### src/design/rvx_ram.sv
// Simple dual-port RAM: one write port, one read port, registered read data.
module rvx_ram #(
	parameter int WIDTH = 32,
	parameter int DEPTH = 32
) (
	input  logic                     clk,
	input  logic                     we,
	input  logic [$clog2(DEPTH)-1:0] waddr,
	input  logic [WIDTH-1:0]         wdata,
	input  logic                     re,
	input  logic [$clog2(DEPTH)-1:0] raddr,
	output logic [WIDTH-1:0]         rdata
);

	logic [WIDTH-1:0] mem_q [DEPTH];
	logic [WIDTH-1:0] rdata_q;

	// Read returns the old word on a same-address write
	always_ff @(posedge clk) begin
		if (we) begin
			mem_q[waddr] <= wdata;
		end
		if (re) begin
			rdata_q <= mem_q[raddr];
		end
	end

	assign rdata = rdata_q;

endmodule

### config.mk
export PLATFORM = sky130hd
export DESIGN_NAME = rvx_ram
export DESIGN_NICKNAME = d
export VERILOG_FILES = /design/src/design/rvx_ram.sv
export SDC_FILE = /design/constraint.sdc
export NUM_CORES = 1
export LEC_CHECK = 0
export BUFFER_PORTS_ARGS = -buffer_cell sky130_fd_sc_hd__buf_2
export CELL_PAD_IN_SITES_DETAIL_PLACEMENT = 1
export CELL_PAD_IN_SITES_GLOBAL_PLACEMENT = 1
export CORE_MARGIN = 3
export CORE_UTILIZATION = 55
export DETAILED_ROUTE_END_ITERATION = 10
export HOLD_SLACK_MARGIN = 0.02
export MAX_ROUTING_LAYER = met4
export PLACE_DENSITY_LB_ADDON = 0.1
export SYNTH_ARGS = -nofsm -noshare
export SYNTH_HDL_FRONTEND = slang
export SYNTH_SLANG_ARGS = --single-unit
export TNS_END_PERCENT = 100
### constraint.sdc
create_clock -name clk -period 4.5 [get_ports clk]
set_input_delay 0 -clock clk [delete_from_list [all_inputs] [get_ports clk]]
set_output_delay 0 -clock clk [all_outputs]
set_load 0.02 [all_outputs]
**After elaboration in Yosys (flattened, before gate mapping)**

Memories as Yosys holds them, arrays and structs flattened. A register that Yosys moved wholly into a read port is not among the register bits.
Index checks and enable logic that the tools add are counted.

- RAM bits: 1024
- Register bits after elaboration: 0
- Memories kept: 1
- Input port bits: 45
- Logic and storage cells: 3
- Output and inout port bits: 32

- Muxes and demuxes: 2

Memory list:

| memory | depth | bits a word | rd ports | clocked after Yosys merged registers in | wr ports | RTL line | text |
|---|---|---|---|---|---|---|---|
| mem_q | 32 | 32 | 1 | 1 | 1 | 15 | `logic [WIDTH-1:0] mem_q [DEPTH];` |

Operators by type and width:

| kind | count |
|---|---|
| 2-to-1 mux 1 bit | 2 |

**Logic depth before layout (Yosys ltp)**

- Depth after elaboration: 2
- Mapped depth: 8
- Gate-level depth less buffers: 5

**Worst setup path after synthesis**

OpenSTA, ideal clock, no wires.

- Path kind: input-to-reg
- Start: input port waddr[1]
- End: memory mem_q[12][0], enable pin
- Arrival time: 2.013 ns
- Path buffers: 1
- Stages: 3
- Required time: 4.079 ns
- Setup slack: 2.066 ns
- Library setup time: 0.421 ns
- Cells stage by stage: or3b_2 -> clkbuf_1 -> nor2_1

RTL lines:

| what | RTL line | text |
|---|---|---|
| start: declaration | 8 | `input logic [$clog2(DEPTH)-1:0] waddr,` |
| end: declaration | 15 |  |

No word-level cell before the write port.

==> qor.yml <==
sta:
  drv_slew: 0
  slew_headroom: 0.1117
  setup_viol: 0
  skew_ps: 17.92
  final.setup.worst_slack_ps: 2191
  holdWs_ps: 69.24
  timing.fmax_ghz: 0.4331
  min_period_over_period: 0.5131
  worstMarginPinSlew_ps: 1329
  final-hold-violation-count: 0
  finalCriticalPeriod_ps: 2309
  grt_setup_unrepaired: "no"
  tns_ps: 0
finish:
  num_antenna_cells: 0
  syn_to_final_growth_pct: 13.68
  fillCellCount: 6180
  nets: 2468
  drive_gt1_frac: 0.1335
clock_tree:
  cts_made_buffers: 105
  cts_resized: 0
  cts_max_level: 3
  clock_latency_ps: 650
  cts_sinks: 1056
  cts_tree: "built"
  cts_buffer_depth: 3
  clk_pin_slew_ps: 60
  cts-root-buf: "clkbuf_16"
placement:
  place_ws_ps: 1857
  portBuffers: 76
  hpwlAfterDp_microns: 61700
  gp_congestion: 0.7944
synthesis:
  synth-seq-cells: 1056
  synth_area_leader_cell: "edfxtp_1"
  ys.warnings.count: 0
  async_flop_share: 0
  syn_nets: 2305
  syn_area_sq_mm: 0.04081
  synth_top_area_share: 0.7771
  synth_edf_count: 1056
  synth_area_leaders: "edfxtp_1 (78%), mux2i_1 (13%), a22oi_1 (1.8%)"
  yosysMostFrequentCell: "edfxtp_1"
  syn_inst: 2260
  ys_seq_area_frac: 0.7771
  ys_types: 24
  ys_top_cells_by_count: "edfxtp_1 (1056), mux2i_1 (512), nand2_1 (98), nand3_1 (98)"
  ys.flop_type: "edfxtp_1"
  synth.avg_cell_area_sq_um: 18.06
min_path:
  hp-class: "primary input to flop"
grt:
  grt_pass1_wl_microns: 160300
  grt_util_all_layers: 0.2938
  grt_pass1_vias: 23141
  antenna_found_initial: 2
  grt_use_met3: 0.03154
  grt.overflow.total: 0
  met2_usage: 0.4882
  grt_start_max_net_pins: 129
  grt_busiest_layer: "met2"
  met1_usage: 0.3908
worst_setup_path:
  path_class: "primary input to flop"
  worst_ep_required_time_ps: 4870
  cp.arrival_ps: 2680
  startpoint_type: "primary input"
  r2r_setup_slack_ps: 2780
  worst-path-max-fanout: 43
  end_kind: "flop"
power:
  vdd_drop_max_v: 0.0003772
  power_density_mw_per_mm2: 449.2
  p_leak_nw: 16.17
flow_run:
  drv_cap: 0
die:
  die_x_microns: 278.4
  core_area_sq_mm: 0.07321
  die_area_sq_mm: 0.07750
  die_h_microns: 278.4
  rows: 99
  initial_core_util: 0.5574
  io_pins: 77
detailed_routing:
  first_pass_iters: 5
  detail-route-antenna-nets: 0
  drtIter0Drc: 2358
  wirelength_microns: 109600
  detail_route.wl_per_cell_microns: 31.59
  drc_errors: 0
  vias_per_cell: 6.279
  vias: 21775
outcome:
  status: "complete, no violations"
power by group:
part / switching (mW) / internal (mW) / total, mW
Clock: 3.63 / 5.07 / 8.70
Combinational: 0.755 / 0.351 / 1.11
Sequential: 0.0498 / 11.0 / 11.0
worst max-delay path: stages:
cell           delay, ps
dlygate4sd3_1        520
buf_2                150
and2_4               690
buf_4                440
a21oi_1              120
a31oi_1              560
nand3_1              130
kinds of logic after synthesis:
kind of cell	Yosys count	synth area share
AO/OA/AOI/OAI	288	0.04808
AND/OR/NAND/NOR	277	0.03076
buffers and inverters	127	0.01846
flip-flops	1056	0.7771
multiplexers	512	0.1256
what timing repair did:
| item | in CTS | in global routing |
|---|---|---|
| endpoints found under the hold margin | 1030 | 0 |
| hold buffers | 34 | 0 |
| buffers inserted | 0 | 0 |
cell usage in the layout (no fill, tap or decap), drive strengths merged, types with 32 or more instances in the layout:
master	Yosys	routed
a21oi	96	96
dlygate4sd3	0	34
a22o	64	64
a22oi	96	96
nand2	98	98
clkinv	0	53
buf	79	149
mux2i	512	512
nor2	34	34
clkbuf	48	123
edfxtp	1056	1056
nand3	98	98
nor3	32	32
a31oi	32	32
layout make-up:
cell class              count  area [sq um]  share of cell area
well taps                 959          1200             0.02587
clock inverters            70         621.8             0.01341
clock buffers             123          2780             0.05993
multi-input cells        1077          8610              0.1856
flip-flops and latches   1056         31710              0.6836
repair buffers            183          1466             0.03161
final timing paths:
kind,start,endpoint,cells past startpoint
setup / recovery,raddr[2],rdata[0],7
hold / removal,raddr[1],rdata[16],5
setup reg to reg,mem_q[7][14],rdata[14],5
hold reg to reg,mem_q[16][24],rdata[24],4
per-stage QoR:
step	std cells	util	cell area (sq um)	power [mW]
5_1_grt	3468	0.6337	46390	21.44
3_5_place_dp	3240	0.5823	42630	12.32
3_3_place_gp	3240	0.5823	42630	12.27
4_1_cts	3467	0.6334	46370	20.96
2_1_floorplan	2260	-	40810	11.82
6_report	3468	0.6337	46390	20.84
layer usage:
| layer | vias to the layer above | share of wire |
|---|---|---|
| li1 | 9347 | - |
| met1 | 11523 | 0.42 |
| met2 | 722 | 0.51 |
| met3 | 183 | 0.051 |
| met4 | 0 | 0.027 |
| met5 | - | 0 |
flip-flops by register name, indices dropped and copies added (netlist names):
signal and flops:
mem_q 1024, rdata 32
Power figures use the tool's default switching activity.
