File: config.mk
export PLATFORM = sky130hd
export DESIGN_NAME = rvx_exec
export DESIGN_NICKNAME = d
export VERILOG_FILES = /design/src/design/rvx_pkg.sv /design/src/design/rvx_exec.sv
export SDC_FILE = /design/constraint.sdc
export NUM_CORES = 2
export LEC_CHECK = 0
export ABC_AREA = 1
export BUFFER_PORTS_ARGS = -buffer_cell sky130_fd_sc_hd__buf_2
export CORE_ASPECT_RATIO = 0.8
export CORE_MARGIN = 2
export CORE_UTILIZATION = 45
export DETAILED_ROUTE_END_ITERATION = 12
export GPL_ROUTABILITY_DRIVEN = 0
export PLACE_DENSITY = 0.66
export SLEW_MARGIN = 20
export SYNTH_ARGS = -nofsm -noshare
export SYNTH_HDL_FRONTEND = slang
export SYNTH_SLANG_ARGS = --single-unit
File: constraint.sdc
create_clock -name vclk -period 15.54
set_clock_uncertainty 0.2 [all_clocks]
set_input_delay 4.662 -clock vclk [all_inputs]
set_output_delay 4.662 -clock vclk [all_outputs]
set_load 0.05 [all_outputs]
File: src/design/rvx_pkg.sv
// Shared types and decode constants for the RV32 subset execute step.
package rvx_pkg;

	// Register file geometry (fixed by the instruction format)
	localparam int REG_COUNT = 32;
	localparam int RAW       = 5;
	localparam int XLEN      = 32;

	// Major opcodes
	localparam logic [6:0] OPC_R      = 7'b0110011;
	localparam logic [6:0] OPC_IMM    = 7'b0010011;
	localparam logic [6:0] OPC_LOAD   = 7'b0000011;
	localparam logic [6:0] OPC_STORE  = 7'b0100011;
	localparam logic [6:0] OPC_BRANCH = 7'b1100011;
	localparam logic [6:0] OPC_JUMP   = 7'b1101111;

	// funct7 codes for R-type
	localparam logic [6:0] F7_BASE = 7'b0000000;
	localparam logic [6:0] F7_MUL  = 7'b0000001;
	localparam logic [6:0] F7_ALT  = 7'b0100000;

	// funct3 codes for R-type
	localparam logic [2:0] F3_ADD = 3'b000;
	localparam logic [2:0] F3_OR  = 3'b110;
	localparam logic [2:0] F3_AND = 3'b111;

	typedef enum logic [2:0] {
		CLS_R      = 3'd0,
		CLS_IMM    = 3'd1,
		CLS_LOAD   = 3'd2,
		CLS_STORE  = 3'd3,
		CLS_BRANCH = 3'd4,
		CLS_JUMP   = 3'd5,
		CLS_NONE   = 3'd6
	} op_class_t;

	// One executed instruction, as reported on the result channel
	typedef struct packed {
		logic [XLEN-1:0]        instr_pc;
		logic [XLEN-1:0]        next_pc;
		op_class_t              op_class;
		logic                   reg_write;
		logic [RAW-1:0]         reg_index;
		logic signed [XLEN-1:0] reg_value;
		logic                   mem_write;
		logic signed [XLEN-1:0] mem_address;
		logic signed [XLEN-1:0] mem_data;
		logic                   branch_taken;
	} result_t;

endpackage

File: src/design/rvx_exec.sv
// Decode and execute of one instruction from its operands and PC.
// Loads leave reg_value and mem_data at zero; the data store fills them later.
module rvx_exec (
	input  logic [31:0]      instr_word,
	input  logic [31:0]      pc,
	input  logic [31:0]      rs1_val,
	input  logic [31:0]      rs2_val,
	output rvx_pkg::result_t res
);

	logic [6:0]  opc;
	logic [6:0]  f7;
	logic [2:0]  f3;
	logic [4:0]  rd;
	logic [31:0] imm_i;
	logic [31:0] imm_s;
	logic [31:0] imm_b;
	logic [31:0] imm_j;
	logic [31:0] prod;
	logic [31:0] r_val;
	logic [31:0] pc_inc;

	assign opc = instr_word[6:0];
	assign rd  = instr_word[11:7];
	assign f3  = instr_word[14:12];
	assign f7  = instr_word[31:25];

	// Immediate formats
	assign imm_i = {{20{instr_word[31]}}, instr_word[31:20]};
	assign imm_s = {{20{instr_word[31]}}, instr_word[31:25], instr_word[11:7]};
	assign imm_b = {{19{instr_word[31]}}, instr_word[31], instr_word[7],
		instr_word[30:25], instr_word[11:8], 1'b0};
	assign imm_j = {{11{instr_word[31]}}, instr_word[31], instr_word[19:12],
		instr_word[20], instr_word[30:21], 1'b0};

	assign prod   = rs1_val * rs2_val;
	assign pc_inc = pc + 32'd4;

	// R-type function; unknown pairs give zero
	always_comb begin
		r_val = '0;
		case (f3)
			rvx_pkg::F3_ADD: begin
				if (f7 == rvx_pkg::F7_BASE) begin
					r_val = rs1_val + rs2_val;
				end else if (f7 == rvx_pkg::F7_ALT) begin
					r_val = rs1_val - rs2_val;
				end else if (f7 == rvx_pkg::F7_MUL) begin
					r_val = prod;
				end
			end
			rvx_pkg::F3_AND: begin
				if (f7 == rvx_pkg::F7_BASE) begin
					r_val = rs1_val & rs2_val;
				end
			end
			rvx_pkg::F3_OR: begin
				if (f7 == rvx_pkg::F7_BASE) begin
					r_val = rs1_val | rs2_val;
				end
			end
			default: r_val = '0;
		endcase
	end

	// Main decode
	always_comb begin
		res              = '0;
		res.instr_pc     = pc;
		res.next_pc      = pc_inc;
		res.op_class     = rvx_pkg::CLS_NONE;
		unique case (opc)
			rvx_pkg::OPC_R: begin
				res.op_class  = rvx_pkg::CLS_R;
				res.reg_write = 1'b1;
				res.reg_index = rd;
				res.reg_value = $signed(r_val);
			end
			rvx_pkg::OPC_IMM: begin
				res.op_class  = rvx_pkg::CLS_IMM;
				res.reg_write = 1'b1;
				res.reg_index = rd;
				res.reg_value = $signed(rs1_val + imm_i);
			end
			rvx_pkg::OPC_LOAD: begin
				res.op_class    = rvx_pkg::CLS_LOAD;
				res.reg_write   = 1'b1;
				res.reg_index   = rd;
				res.mem_address = $signed(rs1_val + imm_i);
			end
			rvx_pkg::OPC_STORE: begin
				res.op_class    = rvx_pkg::CLS_STORE;
				res.mem_write   = 1'b1;
				res.mem_address = $signed(rs1_val + imm_s);
				res.mem_data    = $signed(rs2_val);
			end
			rvx_pkg::OPC_BRANCH: begin
				res.op_class = rvx_pkg::CLS_BRANCH;
				if (rs1_val == rs2_val) begin
					res.next_pc      = pc + imm_b;
					res.branch_taken = 1'b1;
				end
			end
			rvx_pkg::OPC_JUMP: begin
				res.op_class     = rvx_pkg::CLS_JUMP;
				res.next_pc      = pc + imm_j;
				res.branch_taken = 1'b1;
			end
			default: begin
			end
		endcase
	end

endmodule

; Word level (Yosys, flattened, before mapping)
; Cells that the tools add are included.
[word_totals]
elab_cells = 40
out_inout_bits = 171
regBits = 0
input_bits = 128
[classes]
bitwise = 2
mux = 16
n_eq_ne = 11
addsub = 7
n_reduce_logical = 3
n_mul = 1
[op_table]
columns = operator, count
row1 = 32-bit two-way mux, 7
row2 = 32-bit one-hot mux with 2 select lines, 3
row3 = 32-bit adder, 5
row4 = 32-bit one-hot mux with 3 select lines, 1
row5 = 32-bit by 3-bit adder with 32-bit output (second input constant), 1
row6 = 32-bit AND, 1
row7 = 32-bit == test, 1
row8 = 32-bit by 32-bit multiplier with 32-bit output, 1
row9 = 32-bit OR, 1
row10 = 32-bit subtractor, 1
row11 = 7-bit by 6-bit == test with 1-bit output (second input constant), 3
row12 = 3-bit one-hot mux with 6 select lines, 1
row13 = 7-bit == test (second input constant), 2
row14 = 7-bit by 1-bit == test with 1-bit output (second input constant), 1
row15 = 7-bit by 2-bit == test with 1-bit output (second input constant), 1
row16 = 7-bit by 5-bit == test with 1-bit output (second input constant), 1
row17 = 7-bit logical NOT, 1
row18 = 3-bit == test (second input constant), 2
row19 = 6-bit two-way mux, 1
row20 = 3-bit logical NOT, 1
row21 = 3-bit OR reduction, 1
row22 = 1-bit two-way mux, 2
row23 = 1-bit one-hot mux with 2 select lines, 1

; Depth between registers and ports, before layout
[logic_depth]
depth_word = 6
mapped_depth = 35

; Worst setup path before layout
; No wires, ideal clock.
[synth_timing]
path_kind = input-to-output
startpoint = input port rs2_val[3]
endpoint = output port res[90] (netlist bit)
arrival_ns = 11.306
required_ns = 10.678
n_path_buf = 2
setup_slack_ns = -0.628
path_stages = 32
path_cell_list = clkbuf_1 -> clkbuf_1 -> nand2_1 -> inv_1 -> fa_1 -> inv_1 -> fa_1 -> fa_1 -> fa_1 -> inv_1 -> fa_1 -> inv_1 -> fa_1 -> inv_1 -> fa_1 -> fa_1 -> ha_1 -> nand2_1 -> nor2_1 -> inv_1 -> nor3_1 -> nand3_1 -> o211ai_1 -> a21oi_1 -> o21ai_0 -> nand2_1 -> nand2_1 -> nand2_1 -> nand3_1 -> nand2_1 -> nand2_1 -> o21ai_0
[synth_lines]
columns = element, line
row1 = start: declaration, rvx_exec.sv:7  ; input logic [31:0] rs2_val,
row2 = end: declaration, rvx_exec.sv:8  ; output rvx_pkg::result_t res

==> reports/metrics.csv <==
metric;value;unit
Critical path buffers and inverters;10;
cells after synthesis;4700;
Seq/Total Area, Yosys;0;
drt via density;5.45;
CP top delay family;adder cells;
Levels on crit path;33;
# clk buffers;0;
Die W;293;µm
max_cap viols;0;
Synth area leaders;fa_1, nand2_1, inv_1;
wire per inst;19.0;µm
Crit-path slowest cell;fa_1;
hold_buf cts;0;
WP data required;10.68;ns
die area;0.0687;mm²
Core Area;0.0658;mm²
unrepaired setup endpoints after global routing;yes;
final-stage net count;5997;
FF/Latch Area;0;µm²
Remaining DRCs;0;
CP most frequent cell;fa_1;
synthesis-to-layout area growth;20.5;%
Synth top area share;0.276;
top-count cell post-synth;nand2_1;
failing checks;negative setup slack;
Die H;235;µm
final wirelength;115000;µm
final worst path period share;1.04;
Post-Syn Area;0.0300;mm²
CP Launch Type;input port;
Worst EP arrival;11.34;ns
Post-Syn Area per Cell;6.38;µm²
Hold/Removal Path Class;in2out;
initial cell density of the core;0.456;
routed via count;32800;
Pre-antenna DRT Iters;7;
CP Max Fanout;6;
flip-flop and latch count;0;
Final Max Slew Viols;0;
I/O Buffers;296;
initial antenna violation count;9;
hold path start;pc[0];
Worst Hold End;res[139];
crit-path max cell delay;0.55;ns
final hold violation count;0;
kind of critical path;in2out;
status;complete, but fails checks;
utilization after layout;0.549;
Yosys top cell by area;fa_1;
layout cells sized above 1;0.180;
io pins;299;
Post-synth top cells;nand2_1, inv_1, fa_1;
Max Fclk;61.7;MHz
largest net degree at the start of global routing;47;
Total Routing Usage GR;0.321;
first-pass GRT wire length;175000;µm
setup violators final;22;
Tmin final;16.20;ns
global route overflow;0;
Worst Hold Depth;0;
initial drt markers;3763;
crit end category;output port;
worst slew pin tran;1.12;ns
fillers;6484;
Detail Route Antenna Nets;0;
row cnt;84;
setup ws final;-0.662;ns
Worst slew margin;0.250;
Synth warnings;0;
DP HPWL;96700;µm
vias in the first global route;30900;
total nets after synthesis;5540;
post-synthesis cell type count;64;
## cell type report
class	instances	area, µm²	area share
Multi-Input combinational cell	3378	25800	0.714
Timing Repair Buffer	662	5040	0.140
Inverter	1115	4190	0.116
Tap cell	860	1080	0.0298
Antenna cell	6	15.0	0.000416
## routing by layer
metal | vias up | share of wire | wire length [µm] | GRT usage
met4 | 0 | 0.054 | 6200 | 0.129
met5 | - | 0 | 0 | 0.00418
met1 | 15500 | 0.43 | 49100 | 0.464
met2 | 1771 | 0.42 | 47600 | 0.481
li1 | 15300 | - | - | -
met3 | 270 | 0.10 | 11700 | 0.0456
## placed cells by master (no fill, tap or decap), types with 14 or more instances in the layout
cell type     n
buf_12       23
fa_1        392
xor2_1       86
nor3_1       35
nand4_1      31
a21oi_1     287
o21ai_0     198
a32o_1       15
nand2_1    1136
nand2_2      32
o21bai_1     21
buf_2       230
o22ai_1      31
inv_2        33
inv_1      1080
fa_2         22
nand3_1     177
ha_4         21
or2_2        28
nor2_1      239
buf_8        18
o21ai_1      46
ha_1        276
a21o_1       21
a31oi_1      14
buf_4       338
a21oi_2      14
o211ai_1     28
o21ai_2      21
buf_6        41
nor4_1       17
xnor2_1      24
nand3_2      17
nand2_4      18
## what timing repair did
| item | CTS | global route |
|---|---|---|
| setup buffers | 9 | 20 |
| gates cloned | 0 | 3 |
| gates resized for setup | 188 | 219 |
| setup endpoints to repair | 23 | 24 |
| pin swaps | 48 | 136 |
## how the worst max path moves through the flow
stage / startpoint / end / slack (ns)
3_3_place_gp: rs1_val[6] / res[83] / -0.96
5_1_grt: rs2_val[2] / res[90] / -0.90
4_1_cts: rs1_val[12] / res[96] / -0.65
2_1_floorplan: rs2_val[3] / res[90] / -0.05
3_5_place_dp: rs1_val[9] / res[97] / -1.13
6_report: rs2_val[2] / res[90] / -0.66
## logic make-up after synthesis
family / count (synthesis) / share of synthesized area
AND/OR/NAND/NOR: 1789 / 0.248
buffers and inverters: 1322 / 0.172
adder cells (fa/ha/maj): 712 / 0.401
AO/OA/AOI/OAI: 766 / 0.146
XOR/XNOR: 111 / 0.0324
## metrics by stage
step	instances	hold slack, ns	worst slack (ns)	setup TNS, ns	area (µm²)
CTS	5992	9.12	-0.649	-8.75	35100
global placement	5983	9.12	-0.959	-16.51	34400
finish	6021	9.12	-0.662	-10.27	36100
global route	6020	9.12	-0.897	-14.47	36100
floorplan	4700	9.29	-0.0466	-0.0889	30300
detailed placement	5983	9.12	-1.13	-17.65	34400
Power is left out: the tool's default activity adds up to more than one toggle a clock period on the data nets, which glitch-free logic cannot reach.
